--- src/rtl/core/ufdc_pkg.sv ---
package ufdc_pkg;

  localparam int unsigned ByteW = 8;
  localparam int unsigned KindW = 2;

  localparam logic [ByteW-1:0] SyncByte     = 8'hAA;
  localparam logic [ByteW-1:0] CheckBase    = 8'hFF;
  localparam logic [ByteW-1:0] OpcLocalAddr = 8'h0A;
  localparam logic [ByteW-1:0] OpcLinkStat  = 8'h0C;

  typedef enum logic [KindW-1:0] {
    KIND_UNKNOWN    = 2'd0,
    KIND_LOCAL_ADDR = 2'd1,
    KIND_LINK_STAT  = 2'd2
  } kind_e;

  typedef enum logic [3:0] {
    PH_SYNC    = 4'b0001,
    PH_LENGTH  = 4'b0010,
    PH_PAYLOAD = 4'b0100,
    PH_CHECK   = 4'b1000
  } phase_e;

  function automatic kind_e class_of(input logic [ByteW-1:0] op);
    kind_e k;
    priority if (op == OpcLocalAddr) k = KIND_LOCAL_ADDR;
    else if (op == OpcLinkStat)      k = KIND_LINK_STAT;
    else                             k = KIND_UNKNOWN;
    return k;
  endfunction

endpackage

--- src/rtl/core/uart_frame_deframer_checksum.sv ---
// Channel  | Handshake                   | Payload
// ---------+-----------------------------+---------------------------------------------
// input    | in_valid_i / in_ready_o     | rx_byte_i
// output   | out_valid_o / out_ready_i   | data_byte_o, byte_index_o, is_last_o,
//          |                             | checksum_ok_o, event_kind_o, frame_length_o
//
// One byte per cycle: the frame state updates at the accepting edge, and a
// payload or checksum byte loads the result register in that same edge.
// For a payload or checksum byte, out_valid_o rises in the cycle after the accept.
// A new byte is taken whenever the result register is empty or being drained.
// Reset returns the parser to waiting for sync and drops any pending result.
module uart_frame_deframer_checksum (
  input  logic       clk_i,
  input  logic       rst_ni,

  input  logic       in_valid_i,
  output logic       in_ready_o,
  input  logic [7:0] rx_byte_i,

  output logic       out_valid_o,
  input  logic       out_ready_i,
  output logic [7:0] data_byte_o,
  output logic [7:0] byte_index_o,
  output logic       is_last_o,
  output logic       checksum_ok_o,
  output logic [1:0] event_kind_o,
  output logic [7:0] frame_length_o
);

  ufdc_pkg::phase_e          phase_q, phase_d;
  logic [ufdc_pkg::ByteW-1:0] len_q, len_d;
  logic [ufdc_pkg::ByteW-1:0] cnt_q, cnt_d;
  logic [ufdc_pkg::ByteW-1:0] sum_q, sum_d;
  ufdc_pkg::kind_e           kind_q, kind_d;

  logic                       out_valid_q, out_valid_d;
  logic [ufdc_pkg::ByteW-1:0] data_q, data_d;
  logic [ufdc_pkg::ByteW-1:0] idx_q, idx_d;
  logic                       last_q, last_d;
  logic                       ok_q, ok_d;
  ufdc_pkg::kind_e           okind_q, okind_d;
  logic [ufdc_pkg::ByteW-1:0] olen_q, olen_d;

  logic                       in_acc;
  logic                       emit;
  logic [ufdc_pkg::ByteW-1:0] cnt_inc;

  assign in_ready_o = !out_valid_q || out_ready_i;
  assign in_acc     = in_valid_i && in_ready_o;
  assign cnt_inc    = cnt_q + 8'd1;

  always_comb begin
    phase_d = phase_q;
    len_d   = len_q;
    cnt_d   = cnt_q;
    sum_d   = sum_q;
    kind_d  = kind_q;
    emit    = 1'b0;
    data_d  = data_q;
    idx_d   = idx_q;
    last_d  = last_q;
    ok_d    = ok_q;
    okind_d = okind_q;
    olen_d  = olen_q;
    if (in_acc) begin
      unique case (phase_q)
        ufdc_pkg::PH_SYNC: begin
          if (rx_byte_i == ufdc_pkg::SyncByte) phase_d = ufdc_pkg::PH_LENGTH;
        end
        ufdc_pkg::PH_LENGTH: begin
          len_d   = rx_byte_i;
          sum_d   = rx_byte_i;
          cnt_d   = '0;
          kind_d  = ufdc_pkg::KIND_UNKNOWN;
          phase_d = (rx_byte_i == '0) ? ufdc_pkg::PH_CHECK : ufdc_pkg::PH_PAYLOAD;
        end
        ufdc_pkg::PH_PAYLOAD: begin
          // first payload byte is the opcode and sets the frame class
          if (cnt_q == '0) kind_d = ufdc_pkg::class_of(rx_byte_i);
          sum_d = sum_q + rx_byte_i;
          cnt_d = cnt_inc;
          if (cnt_inc >= len_q) phase_d = ufdc_pkg::PH_CHECK;
          emit    = 1'b1;
          data_d  = rx_byte_i;
          idx_d   = cnt_q;
          last_d  = 1'b0;
          ok_d    = 1'b0;
          okind_d = kind_d;
          olen_d  = len_q;
        end
        ufdc_pkg::PH_CHECK: begin
          emit    = 1'b1;
          data_d  = rx_byte_i;
          idx_d   = len_q;
          last_d  = 1'b1;
          ok_d    = ((ufdc_pkg::CheckBase - sum_q) == rx_byte_i);
          okind_d = kind_q;
          olen_d  = len_q;
          phase_d = ufdc_pkg::PH_SYNC;
        end
        default: phase_d = ufdc_pkg::PH_SYNC;
      endcase
    end
    out_valid_d = emit || (out_valid_q && !out_ready_i);
  end

  always_ff @(posedge clk_i or negedge rst_ni) begin
    if (!rst_ni) begin
      phase_q     <= ufdc_pkg::PH_SYNC;
      len_q       <= '0;
      cnt_q       <= '0;
      sum_q       <= '0;
      kind_q      <= ufdc_pkg::KIND_UNKNOWN;
      out_valid_q <= 1'b0;
    end else begin
      phase_q     <= phase_d;
      len_q       <= len_d;
      cnt_q       <= cnt_d;
      sum_q       <= sum_d;
      kind_q      <= kind_d;
      out_valid_q <= out_valid_d;
    end
  end

  always_ff @(posedge clk_i) begin
    data_q  <= data_d;
    idx_q   <= idx_d;
    last_q  <= last_d;
    ok_q    <= ok_d;
    okind_q <= okind_d;
    olen_q  <= olen_d;
  end

  assign out_valid_o    = out_valid_q;
  assign data_byte_o    = data_q;
  assign byte_index_o   = idx_q;
  assign is_last_o      = last_q;
  assign checksum_ok_o  = ok_q;
  assign event_kind_o   = okind_q;
  assign frame_length_o = olen_q;

  a_phase_onehot: assert property (@(posedge clk_i) disable iff (!rst_ni)
    $onehot(phase_q))
    else $error("phase register lost its one-hot code");

  a_check_closes: assert property (@(posedge clk_i) disable iff (!rst_ni)
    in_acc && (phase_q == ufdc_pkg::PH_CHECK)
    |=> (phase_q == ufdc_pkg::PH_SYNC) && out_valid_q && last_q)
    else $error("checksum byte did not close the frame");

  a_sync_silent: assert property (@(posedge clk_i) disable iff (!rst_ni)
    in_acc && ((phase_q == ufdc_pkg::PH_SYNC) || (phase_q == ufdc_pkg::PH_LENGTH))
    |=> out_valid_q == $past(out_valid_q && !out_ready_i))
    else $error("sync or length byte produced a result");

  a_ok_on_last: assert property (@(posedge clk_i) disable iff (!rst_ni)
    out_valid_q && ok_q |-> last_q)
    else $error("checksum verdict on a payload item");

  a_idx_in_range: assert property (@(posedge clk_i) disable iff (!rst_ni)
    out_valid_q && !last_q |-> idx_q < olen_q)
    else $error("payload index beyond frame length");

endmodule

--- config.mk ---
export PLATFORM = sky130hd
export DESIGN_NAME = uart_frame_deframer_checksum
export DESIGN_NICKNAME = d
export VERILOG_FILES = /design/src/rtl/core/ufdc_pkg.sv /design/src/rtl/core/uart_frame_deframer_checksum.sv
export SDC_FILE = /design/constraint.sdc
export NUM_CORES = 1
export LEC_CHECK = 0
export BUFFER_PORTS_ARGS = -buffer_cell sky130_fd_sc_hd__buf_2
export CAP_MARGIN = 40
export CELL_PAD_IN_SITES_DETAIL_PLACEMENT = 0
export CELL_PAD_IN_SITES_GLOBAL_PLACEMENT = 1
export CORE_UTILIZATION = 49
export DETAILED_ROUTE_END_ITERATION = 16
export PLACE_DENSITY = 0.84
export RECOVER_POWER = 50
export SLEW_MARGIN = 20
export SYNTH_ARGS = -nofsm -noshare
export SYNTH_HDL_FRONTEND = slang
export SYNTH_SLANG_ARGS = --single-unit
--- constraint.sdc ---
create_clock -name clk_i -period 8.68 [get_ports clk_i]
set_input_delay 1.736 -clock clk_i [delete_from_list [all_inputs] [get_ports clk_i]]
set_output_delay 1.736 -clock clk_i [all_outputs]
set_load 0.01 [all_outputs]
Word-level counts from Yosys, hierarchy flattened
Cells that the tools add are included.
Widths: inputs -> output; s select.
{ "totals": {"register_bits": 59, "in_bits": 12, "output_inout_bits": 30, "elab_cells": 58} }
{ "op_classes": {"addsub": 3, "magnitude_cmp": 1, "n_eq_ne": 10, "n_mux": 16, "n_reduce_logical": 16} }
{ "ops": {"columns": ["cell", "n"], "rows": [
  ["$pmux 8 s2", 3],
  ["$eq 8x4->1 const B", 2],
  ["$logic_not 8->1", 2],
  ["$mux 4", 3],
  ["$pmux 4 s3", 1],
  ["$add 8x1->8 const B", 1],
  ["$add 8x8->8", 1],
  ["$eq 8x8->1", 1],
  ["$eq 8x8->1 const B", 1],
  ["$ge 8x8->1", 1],
  ["$pmux 2 s2", 2],
  ["$reduce_and 2->1", 4],
  ["$sub 8x8->8 const A", 1],
  ["$mux 2", 3],
  ["$eq 4x1->1 const B", 1],
  ["$eq 4x2->1 const B", 1],
  ["$eq 4x3->1 const B", 1],
  ["$eq 4x4->1 const B", 1],
  ["$ne 2x2->1 const B", 2],
  ["$pmux 1 s2", 2],
  ["$reduce_bool 2->1", 2],
  ["$reduce_and 3->1", 1],
  ["$logic_and 1x1->1", 2],
  ["$logic_not 1->1", 2],
  ["other kinds (3)", 5]
]} }

Longest topological paths before layout
{ "depth": {"ltp_word": 5, "mapped_depth": 10, "ltp_nobuf": 10} }

Least setup slack after synthesis
Ideal clock, no wire load.
{ "synth_path": {"path_kind": "in2reg", "startpoint": "input out_ready_i", "endpoint": "register idx_q, in the netlist byte_index_o[0], enable pin", "setup_time_ps": 413, "arrival_time_ps": 3522, "required_ps": 8267, "setup_slack_ps": 4745, "cell_stages": 4, "path_cell_list": "nand2b_1 -> clkbuf_1 -> nand2_1 -> nor2_1"} }
{ "synth_between": {"elab_chain_len": 3} }
{ "synth_rtl": {"columns": ["item", "line_no", "rtl"], "rows": [
  ["start, declared", "uart_frame_deframer_checksum.sv:21", "input logic out_ready_i,"],
  ["$logic_or 1x1->1", "uart_frame_deframer_checksum.sv:48", "assign in_ready_o = !out_valid_q || out_ready_i;"],
  ["net in_ready_o", "uart_frame_deframer_checksum.sv:17", "output logic in_ready_o,"],
  ["$logic_and 1x1->1", "uart_frame_deframer_checksum.sv:49", "assign in_acc = in_valid_i && in_ready_o;"],
  ["$reduce_and 2->1 (no line)", null, null],
  ["end signal, assigned", "uart_frame_deframer_checksum.sv:127", "idx_q <= idx_d;"],
  ["end, declared", "uart_frame_deframer_checksum.sv:38", "logic [ufdc_pkg::ByteW-1:0] idx_q, idx_d;"]
]} }
The timed path passes the listed nets, and every way through them passes these cells.
A chain may end at the register's enable or synchronous reset.

Final worst setup path
{ "layout_path": {"startpoint": "input out_ready_i", "endpoint": "output in_ready_o"} }
{ "layout_between": {"elab_chain_len": 1} }
{ "layout_rtl": {"columns": ["item", "line_no"], "rows": [
  ["$logic_or 1x1->1", "uart_frame_deframer_checksum.sv:48"],
  ["end, declared", "uart_frame_deframer_checksum.sv:17"]
]} }
No other way between the ends.

==> flow_summary.yaml <==
global_route:
  grt_max_degree: 32
  track_usage_pct: 22.6
  grt_pass1_vias: 2131
  grt_pass1_wl_um: 10600
  grt_antenna_before_repair: 0
  grt_remaining_overflow: 0
setup_path:
  critPathMaxStageDelay_ps: 250
  critPathSlowestCell: "nand2b_1"
  start_kind: "input port"
  critPathCaptureType: "output port"
  worst-path-max-fanout: 8
  crit_top_cell: "buf_2"
  worst_ep_required_time_ps: 6940
  critPathArrivalTime_ps: 2290
  path_class: "input port to output port"
  crit_chain: "buf_2 -> nand2b_1 -> buf_2"
synthesis:
  synth_seq_area_share_pct: 53.3
  synthCells: 270
  ys_ff_latch: 59
  synth_top_area_share_pct: 27.7
  avgSynthCellArea_um2: 11.2
  synth_flop_cell: "dfrtp_1"
  synth_area_um2: 3040
  synth-edff-count: 28
  yosysWarnings: 0
  ys_types: 53
  synth_area_leaders: "edfxtp_1, dfrtp_1, ha_1"
  synth_nets: 300
  yosys.area.top_type: "edfxtp_1"
  synthArstFlopShare_pct: 52.5
outcome:
  violations: "max-capacitance violations, max-slew violations"
  status: "finished with violations"
final_layout:
  drive_gt1_share_pct: 14.8
  ff_latch_area_um2: 1620
  final_cell_mix: "dfrtp_1, edfxtp_1, nand2_1, clkbuf_1, o21ai_0"
  instances_no_fill: 392
  final_common_cell: "dfrtp_1"
  multiInputGateArea_um2: 1310
  nNetsFinal: 342
  areaGrowthSynthToFinish_pct: 13.8
  fillers: 556
  diodes: 0
drt:
  vias: 2247
  avgViaCountPerCell: 5.73
  drt_wl_total_um: 6490
  post_drt_wl_per_cell_um: 16.6
  drc_errors: 0
  ant_nets: 0
  drt_iter0_markers: 109
  drt_first_pass_iters: 4
clocking:
  cts_buffers: 9
  cts-hold-fix-buffers: 0
  tritoncts: "built"
  cts_max_level: 3
  clockBufferDepth: 2
  clk-insertion-delay-late_ps: 340
  clk_pin_slew_ps: 70
  post-cts-setup-buffers: 0
  cts-root-buf: "clkbuf_8"
  cts_num_sinks: 59
  cts.repair.resized: 0
sta:
  tightest_slew_ps: 1760
  slew_headroom_pct: -17.6
  max_freq_ghz: 0.248
  period_share_pct: 46.4
  finalCriticalPeriod_ps: 4020
  fin_ws_ps: 4660
  setup_tns_ps: 0
  holdWs_ps: 447
  clock_skew_ps: 6.71
  final_max_slew_viol_count: 32
  hold_violations: 0
  setup_violations: 0
  rsz0062_at_grt: "false"
floorplanning:
  start_util_pct: 51.0
  die_w_um: 80.7
  die_area_um2: 6510
  row_count: 28
  core_area_um2: 5960
  ios: 42
  fp.dieH_um: 80.7
job:
  drv_cap: 1
power:
  total_power_uw: 984
  leakage_uw: 0.00144
  ir_worst_vdd_v: 0.000122
  pwr_density_cell_nw_per_um2: 285
place:
  portBuffers: 41
  gp_congestion: 0.846
  post-place-ws_ps: 4660
  dp.cells: 376
  dpl.hpwl_um: 4520
hold_path:
  min_path_type: "flop to flop"
[per-stage QoR]
stage          utilization [%]  area, um2
2_1_floorplan                -       3040
3_3_place_gp              55.3       3290
3_5_place_dp              55.3       3290
4_1_cts                   58.5       3480
5_1_grt                   58.0       3450
6_report                  58.0       3450
[flip-flops by register name (all words and copies together) (netlist names)]
| name | cells |
|---|---|
| phase_q | 4 |
| data_byte_o | 8 |
| kind_q | 2 |
| event_kind_o | 2 |
| sum_q | 8 |
| frame_length_o | 8 |
| checksum_ok_o | 1 |
| cnt_q | 8 |
| len_q | 8 |
| is_last_o | 1 |
| byte_index_o | 8 |
| out_valid_o | 1 |
[kinds of logic after synthesis]
family / Yosys count / synth area share, %
and+or+nand+nor: 82 / 14.2
AOI/OAI and AO/OA: 67 / 15.3
DFF: 59 / 53.3
buffers and inverters: 26 / 3.59
adders and majority gates: 18 / 7.67
xor gates and xnor gates: 9 / 2.60
muxes: 9 / 3.38
[worst max-delay path, delay by kind of cell]
family / cells / cell delay, ps
AND/OR/NAND/NOR: 1 / 250
buffers and inverters: 2 / 290
[cell usage after synthesis, drive strengths merged, types with 2 or more instances]
master and count:
nand3b 2, a32oi 2, a22oi 2, mux2 7
ha 17, nand3 11, nor2b 3, o22ai 2
nand4 3, and3 2, o31a 2, o21ai 23
dfrtp 30, buf 4, nand2 27, inv 15
xnor2 4, nand2b 3, nor3 2, nor2 18
nor4 3, or4b 2, o31ai 2, and2 2
a22o 6, nor4b 2, a211o 2, mux2i 2
a211oi 4, o21a 3, clkbuf 7, a21oi 9
xor2 5, edfxtp 28, a31oi 3
[worst paths after layout]
kind	from	endpoint	slack, ps	cells past startpoint
hold / removal	len_q[5]$_DFFE_PN0P_	frame_length_o[5]$_DFFE_PP_	450	0
setup reg to reg	cnt_q[0]$_DFFE_PN0P_	phase_q[2]$_DFFE_PN0P_	6040	10
hold reg to reg	len_q[5]$_DFFE_PN0P_	frame_length_o[5]$_DFFE_PP_	450	0
min in group asynchronous	rst_ni	cnt_q[3]$_DFFE_PN0P_	1860	1
max in group asynchronous	rst_ni	sum_q[6]$_DFFE_PN0P_	5800	1
setup / recovery	out_ready_i	in_ready_o	4660	3
[layer usage]
| layer | up-vias | GRT usage [%] | wire length [um] |
|---|---|---|---|
| met1 | 1102 | 30.2 | 2980 |
| met2 | 58 | 34.7 | 3140 |
| met3 | 10 | 4.20 | 239 |
| li1 | 1077 | - | - |
| met5 | - | 0 | 0 |
| met4 | 0 | 12.0 | 131 |
[report_power, final]
group	leakage, uW	internal (uW)	switching, uW
Clock	0.0000966	131	115
Sequential	0.000657	373	53.6
Combinational	0.000682	130	181
[final cells by class]
| cell class | count | area share (%) |
|---|---|---|
| clock inverters | 7 | 1.99 |
| flip-flops and latches | 59 | 46.8 |
| well taps | 75 | 2.72 |
| repair buffers | 42 | 5.33 |
| clock buffers | 9 | 3.59 |
| inverters | 15 | 1.63 |
| multi-input cells | 185 | 37.9 |
Power figures use the tool's default switching activity.
